$ cat config.mk
export PLATFORM = sky130hd
export DESIGN_NAME = oaid_ctrl_flat
export DESIGN_NICKNAME = d
export VERILOG_FILES = /design/src/rtl/oaid_pkg.sv /design/src/rtl/oaid_req_if.sv /design/src/rtl/oaid_rsp_if.sv /design/src/rtl/oaid_ctrl.sv /design/src/flat_wrapper.sv
export SDC_FILE = /design/constraint.sdc
export NUM_CORES = 1
export LEC_CHECK = 0
export BUFFER_PORTS_ARGS = -buffer_cell sky130_fd_sc_hd__buf_2
export CAP_MARGIN = 10
export CORE_ASPECT_RATIO = 0.5
export CORE_MARGIN = 2
export CORE_UTILIZATION = 51
export DETAILED_ROUTE_END_ITERATION = 8
export PLACE_DENSITY_LB_ADDON = 0.3
export RECOVER_POWER = 100
export SETUP_SLACK_MARGIN = 0.2
export SLEW_MARGIN = 30
export SYNTH_ARGS = -nofsm -noshare
export SYNTH_HDL_FRONTEND = slang
export SYNTH_SLANG_ARGS = --single-unit
$ cat constraint.sdc
create_clock -name clk -period 2.4 [get_ports clk]
set_clock_uncertainty 0.1 [all_clocks]
set_input_delay 0.24 -clock clk [delete_from_list [all_inputs] [get_ports clk]]
set_output_delay 0.24 -clock clk [all_outputs]
set_load 0.005 [all_outputs]
$ cat src/rtl/oaid_pkg.sv
package oaid_pkg;

    // Default number of entries in the element store
    localparam int CAPACITY_DEF = 1024;
    // Width of a position or a count at the default capacity
    localparam int CNT_W_DEF    = $clog2(CAPACITY_DEF + 1);
    localparam int DATA_W       = 32;
    localparam int REQ_W        = 2;
    localparam int STAT_W       = 2;

    typedef enum logic [REQ_W-1:0] {
        REQ_INSERT = 2'd0,
        REQ_DELETE = 2'd1,
        REQ_SEARCH = 2'd2,
        REQ_READ   = 2'd3
    } req_kind_t;

    typedef enum logic [STAT_W-1:0] {
        ST_OK    = 2'd0,
        ST_RANGE = 2'd1,
        ST_FULL  = 2'd2,
        ST_EMPTY = 2'd3
    } status_t;

endpackage

$ cat src/rtl/oaid_req_if.sv
interface oaid_req_if
    import oaid_pkg::*;
#(
    parameter int CNT_W = CNT_W_DEF
);
    logic                     valid;
    logic                     ready;
    logic [REQ_W-1:0]         req_type;
    logic [CNT_W-1:0]         position;
    logic signed [DATA_W-1:0] value;

    modport source (output valid, req_type, position, value, input ready);
    modport sink   (input valid, req_type, position, value, output ready);
endinterface

$ cat src/rtl/oaid_rsp_if.sv
interface oaid_rsp_if
    import oaid_pkg::*;
#(
    parameter int CNT_W = CNT_W_DEF
);
    logic                     valid;
    logic                     ready;
    logic [STAT_W-1:0]        status;
    logic                     found;
    logic signed [DATA_W-1:0] read_value;
    logic [CNT_W-1:0]         element_count;

    modport source (output valid, status, found, read_value, element_count, input ready);
    modport sink   (input valid, status, found, read_value, element_count, output ready);
endinterface

$ cat src/rtl/oaid_ctrl.sv
module oaid_ctrl
    import oaid_pkg::*;
#(
    parameter int CAPACITY = CAPACITY_DEF
)
(
    input  logic                        clk,
    input  logic                        rst_n,
    oaid_req_if.sink                    req,
    oaid_rsp_if.source                  rsp,
    output logic                        mem_wr_en,
    output logic [$clog2(CAPACITY)-1:0] mem_wr_addr,
    output logic [DATA_W-1:0]           mem_wr_data,
    output logic [$clog2(CAPACITY)-1:0] mem_rd_addr,
    input  logic [DATA_W-1:0]           mem_rd_data
);

    localparam int AW = $clog2(CAPACITY);
    localparam int CW = $clog2(CAPACITY + 1);

    typedef enum logic [2:0] {
        S_IDLE,
        S_SCAN,
        S_PUT,
        S_READ,
        S_DONE
    } state_t;

    state_t              state_reg, state_next;
    req_kind_t           op_reg, op_next;
    logic [CW-1:0]       count_reg, count_next;
    logic [CW-1:0]       pos_reg, pos_next;
    logic [DATA_W-1:0]   val_reg, val_next;
    logic [AW-1:0]       addr_reg, addr_next;
    logic [AW-1:0]       last_reg, last_next;
    logic [AW-1:0]       dst_reg, dst_next;
    logic                issue_reg, issue_next;
    logic                pend_reg, pend_next;
    status_t             stat_reg, stat_next;
    logic                hit_reg, hit_next;
    logic [DATA_W-1:0]   rdv_reg, rdv_next;
    logic                rsp_valid_reg, rsp_valid_next;
    status_t             rsp_stat_reg, rsp_stat_next;
    logic                rsp_found_reg, rsp_found_next;
    logic [DATA_W-1:0]   rsp_rdv_reg, rsp_rdv_next;
    logic [CW-1:0]       rsp_cnt_reg, rsp_cnt_next;

    logic                acc;
    logic [CW-1:0]       pos;
    logic [CW-1:0]       cnt_m1;
    logic                scan_down;

    assign acc       = req.valid && req.ready;
    assign pos       = req.position;
    assign cnt_m1    = count_reg - CW'(1);
    assign scan_down = (op_reg == REQ_INSERT);

    // Handshake and result outputs
    assign req.ready         = (state_reg == S_IDLE);
    assign rsp.valid         = rsp_valid_reg;
    assign rsp.status        = rsp_stat_reg;
    assign rsp.found         = rsp_found_reg;
    assign rsp.read_value    = rsp_rdv_reg;
    assign rsp.element_count = rsp_cnt_reg;

    // Memory read address: requested position when idle, scan pointer otherwise
    assign mem_rd_addr = (state_reg == S_IDLE) ? pos[AW-1:0] : addr_reg;

    // Memory write: move the element read last cycle, or place the inserted value
    always_comb
    begin
        mem_wr_en   = 1'b0;
        mem_wr_addr = dst_reg;
        mem_wr_data = mem_rd_data;
        if (state_reg == S_SCAN && pend_reg && op_reg != REQ_SEARCH)
        begin
            mem_wr_en = 1'b1;
        end
        else if (state_reg == S_PUT)
        begin
            mem_wr_en   = 1'b1;
            mem_wr_addr = pos_reg[AW-1:0];
            mem_wr_data = val_reg;
        end
    end

    // Sequencer
    always_comb
    begin
        state_next     = state_reg;
        op_next        = op_reg;
        count_next     = count_reg;
        pos_next       = pos_reg;
        val_next       = val_reg;
        addr_next      = addr_reg;
        last_next      = last_reg;
        dst_next       = dst_reg;
        issue_next     = issue_reg;
        pend_next      = pend_reg;
        stat_next      = stat_reg;
        hit_next       = hit_reg;
        rdv_next       = rdv_reg;
        rsp_valid_next = rsp_valid_reg;
        rsp_stat_next  = rsp_stat_reg;
        rsp_found_next = rsp_found_reg;
        rsp_rdv_next   = rsp_rdv_reg;
        rsp_cnt_next   = rsp_cnt_reg;

        // Drop the result once the sink takes it
        if (rsp_valid_reg && rsp.ready)
        begin
            rsp_valid_next = 1'b0;
        end

        unique case (state_reg)
            S_IDLE:
            begin
                if (acc)
                begin
                    op_next    = req_kind_t'(req.req_type);
                    pos_next   = pos;
                    val_next   = req.value;
                    stat_next  = ST_OK;
                    hit_next   = 1'b0;
                    rdv_next   = '0;
                    issue_next = 1'b1;
                    pend_next  = 1'b0;
                    state_next = S_DONE;
                    unique case (req_kind_t'(req.req_type))
                        REQ_INSERT:
                        begin
                            if (pos > count_reg)
                            begin
                                stat_next = ST_RANGE;
                            end
                            else if (count_reg == CW'(CAPACITY))
                            begin
                                stat_next = ST_FULL;
                            end
                            else
                            begin
                                count_next = count_reg + CW'(1);
                                addr_next  = cnt_m1[AW-1:0];
                                last_next  = pos[AW-1:0];
                                state_next = (pos == count_reg) ? S_PUT : S_SCAN;
                            end
                        end
                        REQ_DELETE:
                        begin
                            if (count_reg == '0)
                            begin
                                stat_next = ST_EMPTY;
                            end
                            else if (pos >= count_reg)
                            begin
                                stat_next = ST_RANGE;
                            end
                            else
                            begin
                                count_next = cnt_m1;
                                addr_next  = pos[AW-1:0] + AW'(1);
                                last_next  = cnt_m1[AW-1:0];
                                state_next = (pos == cnt_m1) ? S_DONE : S_SCAN;
                            end
                        end
                        REQ_SEARCH:
                        begin
                            addr_next  = '0;
                            last_next  = cnt_m1[AW-1:0];
                            state_next = (count_reg == '0) ? S_DONE : S_SCAN;
                        end
                        REQ_READ:
                        begin
                            if (pos >= count_reg)
                            begin
                                stat_next = ST_RANGE;
                            end
                            else
                            begin
                                state_next = S_READ;
                            end
                        end
                    endcase
                end
            end
            S_SCAN:
            begin
                // Advance the read pointer; its data arrives on the next cycle
                pend_next  = issue_reg;
                dst_next   = scan_down ? addr_reg + AW'(1) : addr_reg - AW'(1);
                issue_next = issue_reg && (addr_reg != last_reg);
                if (issue_reg)
                begin
                    addr_next = scan_down ? addr_reg - AW'(1) : addr_reg + AW'(1);
                end
                if (op_reg == REQ_SEARCH && pend_reg && mem_rd_data == val_reg)
                begin
                    hit_next = 1'b1;
                end
                if (!issue_reg && !pend_reg)
                begin
                    state_next = (op_reg == REQ_INSERT) ? S_PUT : S_DONE;
                end
            end
            S_PUT:
            begin
                state_next = S_DONE;
            end
            S_READ:
            begin
                rdv_next   = mem_rd_data;
                state_next = S_DONE;
            end
            S_DONE:
            begin
                // Hold until the output register is free
                if (!rsp_valid_reg || rsp.ready)
                begin
                    rsp_valid_next = 1'b1;
                    rsp_stat_next  = stat_reg;
                    rsp_found_next = hit_reg;
                    rsp_rdv_next   = rdv_reg;
                    rsp_cnt_next   = count_reg;
                    state_next     = S_IDLE;
                end
            end
            default:
            begin
                state_next = S_IDLE;
            end
        endcase
    end

    // State and registered outputs
    always_ff @(posedge clk or negedge rst_n)
    begin
        if (!rst_n)
        begin
            state_reg     <= S_IDLE;
            op_reg        <= REQ_INSERT;
            count_reg     <= '0;
            pos_reg       <= '0;
            val_reg       <= '0;
            addr_reg      <= '0;
            last_reg      <= '0;
            dst_reg       <= '0;
            issue_reg     <= 1'b0;
            pend_reg      <= 1'b0;
            stat_reg      <= ST_OK;
            hit_reg       <= 1'b0;
            rdv_reg       <= '0;
            rsp_valid_reg <= 1'b0;
            rsp_stat_reg  <= ST_OK;
            rsp_found_reg <= 1'b0;
            rsp_rdv_reg   <= '0;
            rsp_cnt_reg   <= '0;
        end
        else
        begin
            state_reg     <= state_next;
            op_reg        <= op_next;
            count_reg     <= count_next;
            pos_reg       <= pos_next;
            val_reg       <= val_next;
            addr_reg      <= addr_next;
            last_reg      <= last_next;
            dst_reg       <= dst_next;
            issue_reg     <= issue_next;
            pend_reg      <= pend_next;
            stat_reg      <= stat_next;
            hit_reg       <= hit_next;
            rdv_reg       <= rdv_next;
            rsp_valid_reg <= rsp_valid_next;
            rsp_stat_reg  <= rsp_stat_next;
            rsp_found_reg <= rsp_found_next;
            rsp_rdv_reg   <= rsp_rdv_next;
            rsp_cnt_reg   <= rsp_cnt_next;
        end
    end

`ifndef NO_ASSERTIONS
    a_count_bound: assert property (@(posedge clk) disable iff (!rst_n)
        count_reg <= CW'(CAPACITY))
        else $error("element count above capacity");

    a_write_window: assert property (@(posedge clk) disable iff (!rst_n)
        mem_wr_en |-> (state_reg == S_SCAN || state_reg == S_PUT))
        else $error("memory write outside shift or place step");

    a_result_hold: assert property (@(posedge clk) disable iff (!rst_n)
        (state_reg == S_DONE && rsp_valid_reg && !rsp.ready) |=> (state_reg == S_DONE))
        else $error("result overwrote a pending transaction");

    a_pend_follows_issue: assert property (@(posedge clk) disable iff (!rst_n)
        (state_reg == S_SCAN && pend_reg) |-> $past(issue_reg))
        else $error("read data expected without a read issued");

    a_result_source: assert property (@(posedge clk) disable iff (!rst_n)
        $rose(rsp_valid_reg) |-> ($past(state_reg) == S_DONE))
        else $error("result presented outside completion step");
`endif

endmodule

$ cat src/flat_wrapper.sv
// flat-port wrapper written by rule: the top's interface ports become plain ports
module oaid_ctrl_flat import oaid_pkg::*;
#(
    parameter int CAPACITY = CAPACITY_DEF
)
  (clk, rst_n, mem_wr_en, mem_wr_addr, mem_wr_data, mem_rd_addr, mem_rd_data, req_valid, req_req_type, req_position, req_value, req_ready, rsp_valid, rsp_status, rsp_found, rsp_read_value, rsp_element_count, rsp_ready);
  oaid_req_if req_i ();
  oaid_rsp_if rsp_i ();
  input  logic clk;
  input  logic rst_n;
  output logic mem_wr_en;
  output logic [$clog2(CAPACITY)-1:0] mem_wr_addr;
  output logic [DATA_W-1:0] mem_wr_data;
  output logic [$clog2(CAPACITY)-1:0] mem_rd_addr;
  input  logic [DATA_W-1:0] mem_rd_data;
  input wire logic [$bits(req_i.valid)-1:0] req_valid;
  input wire logic [$bits(req_i.req_type)-1:0] req_req_type;
  input wire logic [$bits(req_i.position)-1:0] req_position;
  input wire logic [$bits(req_i.value)-1:0] req_value;
  output wire logic [$bits(req_i.ready)-1:0] req_ready;
  output wire logic [$bits(rsp_i.valid)-1:0] rsp_valid;
  output wire logic [$bits(rsp_i.status)-1:0] rsp_status;
  output wire logic [$bits(rsp_i.found)-1:0] rsp_found;
  output wire logic [$bits(rsp_i.read_value)-1:0] rsp_read_value;
  output wire logic [$bits(rsp_i.element_count)-1:0] rsp_element_count;
  input wire logic [$bits(rsp_i.ready)-1:0] rsp_ready;
  assign req_i.valid = req_valid;
  assign req_i.req_type = req_req_type;
  assign req_i.position = req_position;
  assign req_i.value = req_value;
  assign req_ready = req_i.ready;
  assign rsp_valid = rsp_i.valid;
  assign rsp_status = rsp_i.status;
  assign rsp_found = rsp_i.found;
  assign rsp_read_value = rsp_i.read_value;
  assign rsp_element_count = rsp_i.element_count;
  assign rsp_i.ready = rsp_ready;
  oaid_ctrl #(.CAPACITY(CAPACITY)) u_core (.clk(clk), .rst_n(rst_n), .req(req_i), .rsp(rsp_i), .mem_wr_en(mem_wr_en), .mem_wr_addr(mem_wr_addr), .mem_wr_data(mem_wr_data), .mem_rd_addr(mem_rd_addr), .mem_rd_data(mem_rd_data));
endmodule
==> Word level (Yosys, flattened, before mapping) <==
Cells that the tools add are included.
W data, S select, Z words.
{ "word_totals": {"reg_bits": 172, "in_bits": 81, "output_inout_bits": 101, "elab_cells": 140} }
{ "classes": {"addsub": 5, "order_cmp": 2, "eq_ne": 28, "n_mux": 57, "reduce_logical": 30} }
{ "op_table": {"columns": ["cell", "count"], "rows": [
  ["$mux W10", 15],
  ["$mux W32", 3],
  ["$pmux W32 S2", 1],
  ["$pmux W10 S3", 2],
  ["$mux W11", 4],
  ["$mux W3", 11],
  ["$eq A32 B32 Y1", 1],
  ["$pmux W3 S4", 2],
  ["$eq A11 B11 Y1", 2],
  ["$pmux W11 S2", 1],
  ["$add A10 B1 Y10 const B", 2],
  ["$pmux W10 S2", 1],
  ["$ne A2 B2 Y1 const B", 8],
  ["$reduce_and A7 Y1", 2],
  ["$ne A3 B3 Y1 const B", 4],
  ["$add A11 B1 Y11 const B", 1],
  ["$eq A11 B11 Y1 const B", 1],
  ["$ge A11 B11 Y1", 1],
  ["$gt A11 B11 Y1", 1],
  ["$logic_not A11 Y1", 1],
  ["$sub A11 B1 Y11 const B", 1],
  ["$ne A10 B10 Y1", 1],
  ["$sub A10 B1 Y10 const B", 1],
  ["$mux W1", 9],
  ["other kinds (21)", 46]
]} }

==> Depth between registers and ports, before layout <==
Gate-level depths: netlist of run 1.
{ "depth": {"word_depth": 8, "mapped_depth": 11, "mapped_depth_nobuf": 9} }

==> Least setup slack after synthesis of run 1 <==
OpenSTA, ideal clock, no wires.
{ "synth_timing": {"kind": "reg2reg", "startpoint": "register u_core.count_reg[6]", "endpoint": "register u_core.last_reg[0]", "setup_time_ps": 125, "t_arrival_ps": 2426, "required_time_ps": 2175, "slack_ps": -251, "path_stages_with_launch": 12, "path_buffers": 2, "synth_period_minus_slack_ps": 2651, "cell_sequence": "dfrtp_1 buf_2 inv_1 ha_1 and3_4 a21oi_2 o21ai_2 a211oi_4 nand2_2 a211o_1 buf_6 mux2_4"} }
{ "synth_via": {"elab_chain_len": 3, "word_cells_on_any_way": 9, "classes_between": "order compare: 2; eq/ne: 5; reduce/logical: 2"} }
{ "synth_lines": {"columns": ["item", "line_no", "source"], "rows": [
  ["start: declaration", "oaid_ctrl.sv:31", "logic [CW-1:0] count_reg, count_next;"],
  ["start signal: assignment", "oaid_ctrl.sv:262", "count_reg <= count_next;"],
  ["$ge A11 B11 Y1, or another cell as far along", "oaid_ctrl.sv:154", "else if (pos >= count_reg)"],
  ["$ne A2 B2 Y1 (no source line)", null, null],
  ["$reduce_and A7 Y1 (no source line) (*)", null, null],
  ["end signal: assignment", "oaid_ctrl.sv:266", "last_reg <= last_next;"],
  ["end: declaration", "oaid_ctrl.sv:35", "logic [AW-1:0] last_reg, last_next;"]
]} }
Every way passes the cells marked *; elsewhere a longest branch is shown, timed or not.
A chain may end at the register's enable or synchronous reset.

==> Worst setup path in the final report of run 1 <==
{ "layout_timing": {"startpoint": "register u_core.count_reg[4]", "endpoint": "register u_core.state_reg[0]"} }
{ "layout_via": {"elab_chain_len": 8, "word_cells_on_any_way": 18, "classes_between": "add/sub: 1; order compare: 2; eq/ne: 3; mux: 11; reduce/logical: 1"} }
{ "layout_lines": {"columns": ["item", "line_no", "source"], "rows": [
  ["$sub A11 B1 Y11", "oaid_ctrl.sv:55", "assign cnt_m1 = count_reg - CW'(1);"],
  ["$eq A11 B11 Y1", "oaid_ctrl.sv:163", "state_next = (pos == cnt_m1) ? S_DONE : S_SCAN;"],
  ["$mux W3", "oaid_ctrl.sv:163", null],
  ["$mux W3", "oaid_ctrl.sv:154", null],
  ["$mux W3", "oaid_ctrl.sv:150", "if (count_reg == '0)"],
  ["$pmux W3 S4 (*)", "oaid_ctrl.sv:129", "unique case (req_kind_t'(req.req_type))"],
  ["$mux W3 (*)", "oaid_ctrl.sv:118", "if (acc)"],
  ["$pmux W3 S4 (*)", "oaid_ctrl.sv:115", "unique case (state_reg)"],
  ["end signal: assignment", "oaid_ctrl.sv:260", "state_reg <= state_next;"],
  ["end: declaration", "oaid_ctrl.sv:29", "state_t state_reg, state_next;"]
]} }
Every way passes the cells marked *; elsewhere a longest branch is shown, timed or not. The select of a mux whose other input is x is not followed.

==> results of run 1 <==
==> power groups by stage <==
| stage | logic (mW) | clock network [mW] | registers [mW] |
|---|---|---|---|
| 6_report | 7.82 | 2.73 | 4.72 |
| 5_1_grt | 8.41 | 2.88 | 4.80 |
| 4_1_cts | 7.53 | 2.76 | 4.65 |
| 3_5_place_dp | 6.29 | 0 | 4.68 |
| 3_3_place_gp | 6.13 | 0 | 4.62 |
| 2_1_floorplan | 4.16 | 0 | 4.42 |
==> what timing repair did <==
| action | 4_1_cts | 5_1_grt |
|---|---|---|
| resized for setup | 175 | 63 |
| endpoints found under the setup margin | 79 | 90 |
| gates cloned | 8 | 1 |
| hold buffers | 54 | 0 |
| pin swaps | 26 | 18 |
| endpoints found under the hold margin | 106 | 0 |
| setup buffers | 18 | 8 |
==> cell families after synthesis <==
group	after synthesis	synth area share, %
compound gates	167	11.5
simple gates	338	16.2
mux	103	12.4
fa+ha+maj	22	2.86
xor+xnor	88	8.44
buf+inv	90	3.85
flops	172	44.7
==> cell type report <==
cell class,instances,area [µm²],share of cell area (%)
Multi-Input combinational cell,718,5650,41.6
Sequential cell,172,4320,31.8
Clock inverter,13,138,1.01
Clock buffer,19,433,3.19
Inverter,21,86.3,0.636
Tap cell,259,324,2.39
Timing Repair Buffer,349,2640,19.4
==> metal layers <==
metal	up-vias	track usage, %	routed length, µm
met3	89	5.12	2420
met5	-	0	0
li1	3993	-	-
met2	474	53.9	15600
met1	4410	44.2	13400
met4	0	9.66	968
==> final timing paths <==
check,to,cells after the start,slack [ns]
max,u_core.state_reg[0],9,-0.09
min,u_core.rdv_reg[27],2,0.02
max reg2reg,u_core.state_reg[0],9,-0.09
min reg2reg,u_core.rsp.element_count[9],2,0.38
max in group asynchronous,u_core.state_reg[0],3,0.33
min in group asynchronous,u_core.rsp.element_count[1],2,0.63
==> stage by stage <==
stage / std cells / setup TNS (ns)
floorplan: 980 / -0.493
global placement: 1430 / -0.0471
detailed placement: 1430 / -0.127
CTS: 1542 / -0.224
global route: 1551 / -4.83
finish: 1551 / -0.300
==> cell usage after synthesis, types with 4 or more instances <==
library cell / count / area (µm²)
a21oi_1: 25 / 125
nand3_1: 26 / 130
nor2_1: 33 / 124
dfrtp_1: 172 / 4300
inv_1: 21 / 78.8
mux2i_1: 6 / 60.1
ha_1: 22 / 275
buf_2: 11 / 55.1
a211oi_1: 4 / 30.0
and3_1: 6 / 37.5
mux2_2: 87 / 980
nor4_1: 9 / 56.3
mux2_4: 10 / 150
a2bb2oi_1: 4 / 35.0
a22o_1: 34 / 298
o22ai_1: 13 / 81.3
xor2_1: 33 / 289
xnor2_1: 52 / 455
clkbuf_1: 46 / 173
nand4_1: 13 / 81.3
o21ai_0: 55 / 275
nand2_1: 204 / 766
buf_1: 9 / 33.8
nor3_1: 13 / 65.1
o31ai_1: 4 / 30.0
nor2b_1: 5 / 31.3
==> flow_metrics.tcl, run 1 <==
set metrics [dict create \
    pre_cts_ws_ns -0.0308 \
    fmax_ghz 0.401 \
    drive_above_1_share_pct 38.3 \
    cts_sinks 172 \
    clock_power_share_pct 17.9 \
    start_util_pct 52.2 \
    hold_viol 0 \
    placeableCoreArea_mm2 0.0184 \
    die_area_mm2 0.0200 \
    ios 182 \
    crit_start "u_core.count_reg[4]" \
    routedWlPerCell_um 20.9 \
    tightest_slew_ns 1.57 \
    stdcell_area_mm2 0.0136 \
    min_from "mem_rd_data[27]" \
    clk_pin_slew_worst_paths_ns 0.07 \
    root_buffer "clkbuf_16" \
    crit_type "reg -> reg" \
    endpoint_kind "flip-flop" \
    area_delta_synth_final_pct 41.2 \
    fp.dieH_um 101 \
    drc_errors 0 \
    syn_nets 1083 \
    grt_pass1_wl_um 49400 \
    synth_area_mm2 0.00962 \
    synth_cell_types 64 \
    layout_setup_ws_ns -0.0949 \
    gr-total-overflow 0 \
    diodes 0 \
    critPathMaxFanout 5 \
    start_kind "flip-flop" \
    power_frac_seq_pct 30.9 \
    setup_viol 11 \
    rsz0062_at_grt "yes" \
    antenna_found_initial 0 \
    p_comb_share_pct 51.2 \
    synth_edf_count 0 \
    ys_seq_area_share_pct 44.7 \
    worstPathCellList "buf_6 -> nor3_4 -> and3_2 -> a21oi_1 -> a2111oi_2 -> nor4b_2 -> buf_4 -> nor4_2 -> o21bai_1" \
    drtIter0Drc 640 \
    port_buffers 181 \
    grt_usage_pct 32.3 \
    required_ns 2.60 \
    final_max_slew_viol_count 59 \
    post-route-period-util_pct 104 \
    worst-path-buf-inv 2 \
    peakVddDrop_uv 704 \
    violations "capacitance limit, slew limit, setup timing" \
    avgSynthCellArea_um2 9.82 \
    fin_util_pct 73.7 \
    fillers 1274 \
    grt_pass1_vias 8920 \
    maxCapViolations 1 \
    switching_share_pct 40.7 \
    r2r-start "u_core.count_reg[4]" \
    layout_commonest_cell "nand2_1" \
    ys_warn_count 0 \
    clk_latency_ns 0.43 \
    syn_inst 980 \
    cts_tree "built" \
    slew_headroom_pct -4.40 \
    rows 35 \
    powerDensity_mw_per_mm2 1120 \
    mostFrequentLayoutCells "nand2_1 (190), dfrtp_1 (163), buf_2 (105), buf_4 (72), mux2_4 (61)" \
    detail-route-antenna-nets 0 \
    synth.ff_latch_count 172 \
    hold-worst-slack_ns 0.0186 \
    critical_path.slowest_cell "dfrtp_2" \
    htree_num_levels 4 \
    dpl_cell_area_mm2 0.0113 \
    period_needed_ns 2.49 \
    p_switching_mw 6.21 \
    total_leakage_power_nw 6.58 \
    dr.pass1.iters 5 \
    status "finished with violations" \
    p_int_mw 9.05 \
    clock_path_buffers 2 \
    hpwl_um 20500 \
    cpPeakStageDelay_ns 0.44 \
    crit_arrival_ns 2.69 \
    cts_buffers 17 \
    drt_wl_total_um 32400 \
    cp_top_family "simple AND/OR/NAND/NOR gates" \
    fin_nets 1382 \
    synth_ff_type "dfrtp_1" \
    die_w_um 198 \
    grt_max_degree 59 \
    vias 8966 \
    hp-class "in -> reg" \
    synth-async-reset-ratio_pct 100 \
    viasPerCell 5.78 \
    place_congestion 0.942 \
    p_total_mw 15.3 \
]
No activity file was read; power rests on OpenSTA's default activity.
==> run 2, diff against run 1 <==
ABC_AREA = 1   (was default)
==> run 2 against run 1 <==
The flow now finishes without violations. Setup slack improved by 0.096 ns. Global-route usage shrank 0.44 points. Critical endpoint is now mem_rd_addr[9]. Maximum frequency up 4.0%. Sequential power grew 6.6%. Synthesized area up 1.7%. First-iteration DRC count rose by 37%. Wire length grew 0.22%. Utilization is 4.7 points lower. Synthesized cell count grew 28%. Worst hold slack lost 0.017 ns.
==> flow_metrics.tcl, run 2 <==
set metrics [dict create \
    status "complete, no violations" \
    setup_viol 0 \
    crit_type "reg -> out" \
    p_switching_mw 6.20 \
    worstPathCellList "nor2_1 -> nand2_1 -> clkbuf_4 -> o21ai_1 -> buf_2" \
    post-route-period-util_pct 100 \
    fp.dieH_um 102 \
    place_congestion 0.910 \
    stdcell_count 1802 \
    synth_xor_area_share_pct 4.57 \
    clk_latency_ns 0.44 \
    synthMuxAreaShare_pct 0 \
    critical_path.slowest_cell "dfrtp_1" \
    final_max_slew_viol_count 0 \
    synthAdderAreaFrac_pct 2.81 \
    synth-simple-area-share_pct 22.8 \
    start_util_pct 52.5 \
    drtIter0Drc 877 \
    cpPeakStageDelay_ns 0.46 \
    ys_warn_count 0 \
    cts_sinks 172 \
    root_buffer "clkbuf_16" \
    period_needed_ns 2.40 \
    grt_pass1_vias 9402 \
    grt_usage_pct 31.9 \
    crit_arrival_ns 2.06 \
    detail-route-antenna-nets 0 \
    mostFrequentLayoutCells "nand2_1 (308), dfrtp_1 (170), inv_1 (145), o21ai_0 (125), buf_2 (111)" \
    p_comb_share_pct 46.6 \
    synth-async-reset-ratio_pct 100 \
    rsz0062_at_grt "yes" \
    viasPerCell 5.48 \
    die_w_um 200 \
    synth_ff_type "dfrtp_1" \
    drive_above_1_share_pct 23.2 \
    start_kind "flip-flop" \
    synth_top_family_by_area "simple AND/OR/NAND/NOR gates" \
    place_inst 1698 \
    fmax_ghz 0.417 \
    endpoint_kind "output port" \
    dr.pass1.iters 6 \
    slew_headroom_pct 14.3 \
    fin_nets 1632 \
    synth_edf_count 0 \
    power_frac_seq_pct 34.1 \
    synth_compound_area_share_pct 16.4 \
    htree_num_levels 4 \
    synth_largest_area_cell "dfrtp_1" \
    synth_area_leaders "dfrtp_1 (44%), nand2_1 (12%), o21ai_0 (6.7%), inv_1 (6.0%), xor2_1 (3.5%)" \
    hp-class "in -> reg" \
    routedWlPerCell_um 18.0 \
    maxCapViolations 0 \
    avgSynthCellArea_um2 7.80 \
    setup_tns_ns 0 \
    hpwl_um 22500 \
    syn_nets 1357 \
    switching_share_pct 42.0 \
    synth_area_mm2 0.00978 \
    ys_seq_area_share_pct 44.0 \
    placeableCoreArea_mm2 0.0186 \
    yosysTopAreaCellShare_pct 44.0 \
    drc_errors 0 \
    vias 9871 \
    hold-worst-slack_ns 0.00127 \
    ios 182 \
    rows 35 \
    cts_tree "built" \
    ys_top_cells_by_count "nand2_1 (319), dfrtp_1 (172), inv_1 (156), o21ai_0 (131), nor2_1 (66)" \
    synth.ff_latch_count 172 \
    grt_pass1_wl_um 49900 \
    antenna_found_initial 0 \
    layout_setup_ws_ns 0.000835 \
    clk_pin_slew_worst_paths_ns 0.07 \
    grt_max_degree 93 \
    die_area_mm2 0.0204 \
    critPathMaxFanout 23 \
    clock_path_buffers 2 \
    port_buffers 181 \
    cts_buffers 17 \
    p_total_mw 14.7 \
    tightest_slew_ns 1.29 \
    worst-path-buf-inv 2 \
    yosys.cell_count.top_type "nand2_1" \
    synth_cell_types 46 \
    p_int_mw 8.55 \
    total_leakage_power_nw 6.16 \
    drt_wl_total_um 32400 \
    required_ns 2.06 \
    fillers 1523 \
    cp_top_family "buffers and inverters" \
    gr-total-overflow 0 \
    syn_inst 1254 \
    area_delta_synth_final_pct 31.3 \
    powerDensity_mw_per_mm2 1150 \
    clock_power_share_pct 19.3 \
    pre_cts_ws_ns 0.0204 \
    hold_viol 0 \
    peakVddDrop_uv 562 \
    layout_commonest_cell "nand2_1" \
]
[run 2: cell types whose count changed in the layout (fill, tap and decap cells not counted), sizes merged, moves of 40 or more]
cell,before,now
o21ai,58,146
mux2,97,0
inv,25,170
xnor2,52,12
buf,238,196
nand2,205,331
o22ai,13,53
nor2,34,85
[run 2: path summary, 6_finish.rpt]
check / start / endpoint / slack [ns] / cells past startpoint
setup / recovery: u_core.state_reg[1] / mem_rd_addr[9] / 0.0008 / 5
hold / removal: rsp_ready / u_core.rsp.valid / 0.001 / 4
setup reg to reg: u_core.count_reg[1] / u_core.addr_reg[8] / 0.05 / 15
hold reg to reg: u_core.rsp.read_value[18] / u_core.rsp.read_value[18] / 0.38 / 2
max in group asynchronous: rst_n / u_core.dst_reg[1] / 0.42 / 3
min in group asynchronous: rst_n / u_core.count_reg[3] / 0.54 / 2
[run 2: worst register-to-register path: cells and delay by family, from the launching register on]
family | cells | cell delay (ns)
buffers and inverters | 6 | 0.73
and+or+nand+nor | 6 | 0.62
DFF | 1 | 0.41
AOI/OAI and AO/OA | 2 | 0.22
adders and majority gates | 1 | 0.18
[run 2: cell type report]
type | instances | area (µm²) | area share, %
sequential | 172 | 4310 | 33.5
inverter | 164 | 638 | 4.97
clock buffer | 17 | 425 | 3.31
multi-input combinational | 860 | 4900 | 38.2
clock inverter | 15 | 174 | 1.35
tap | 259 | 324 | 2.52
timing repair buffer | 314 | 2060 | 16.1
antenna | 1 | 2.50 | 0.0195
[run 2: stage by stage]
stage | util [%] | area, µm²
2_1_floorplan | - | 9930
4_1_cts | 68.7 | 12800
3_5_place_dp | 61.5 | 11400
3_3_place_gp | 61.5 | 11400
5_1_grt | 69.0 | 12800
6_report | 69.0 | 12800
[run 2: what timing repair did]
| item | CTS | global route |
|---|---|---|
| gates resized for setup | 34 | 33 |
| pin swaps | 16 | 15 |
| endpoints found under the setup margin | 55 | 42 |
| hold buffers | 35 | 0 |
| buffers inserted | 25 | 3 |
| hold endpoints to repair | 77 | 0 |
| cloned | 4 | 4 |
[run 2: cells by family after synthesis]
kind of cell	after synthesis
flops	172
compound gates	277
buf+inv	225
xor+xnor	51
simple gates	507
fa+ha+maj	22
[run 2: metal layers]
layer | track usage, % | vias up | routed length, µm | part of all wire (%)
met5 | 0 | - | 0 | 0
met4 | 9.80 | 0 | 695 | 2.1
met3 | 4.46 | 59 | 2580 | 8.0
met2 | 50.6 | 459 | 14700 | 45
met1 | 45.9 | 4701 | 14500 | 45
li1 | - | 4652 | - | -
[run 2: power by group through the flow]
stage | registers [mW] | clock network [mW] | logic, mW
finish | 5.03 | 2.84 | 6.87
global route | 5.15 | 2.97 | 7.59
CTS | 4.99 | 2.86 | 6.64
detailed placement | 5.03 | 0 | 5.99
global placement | 4.99 | 0 | 5.86
floorplan | 4.82 | 0 | 3.94
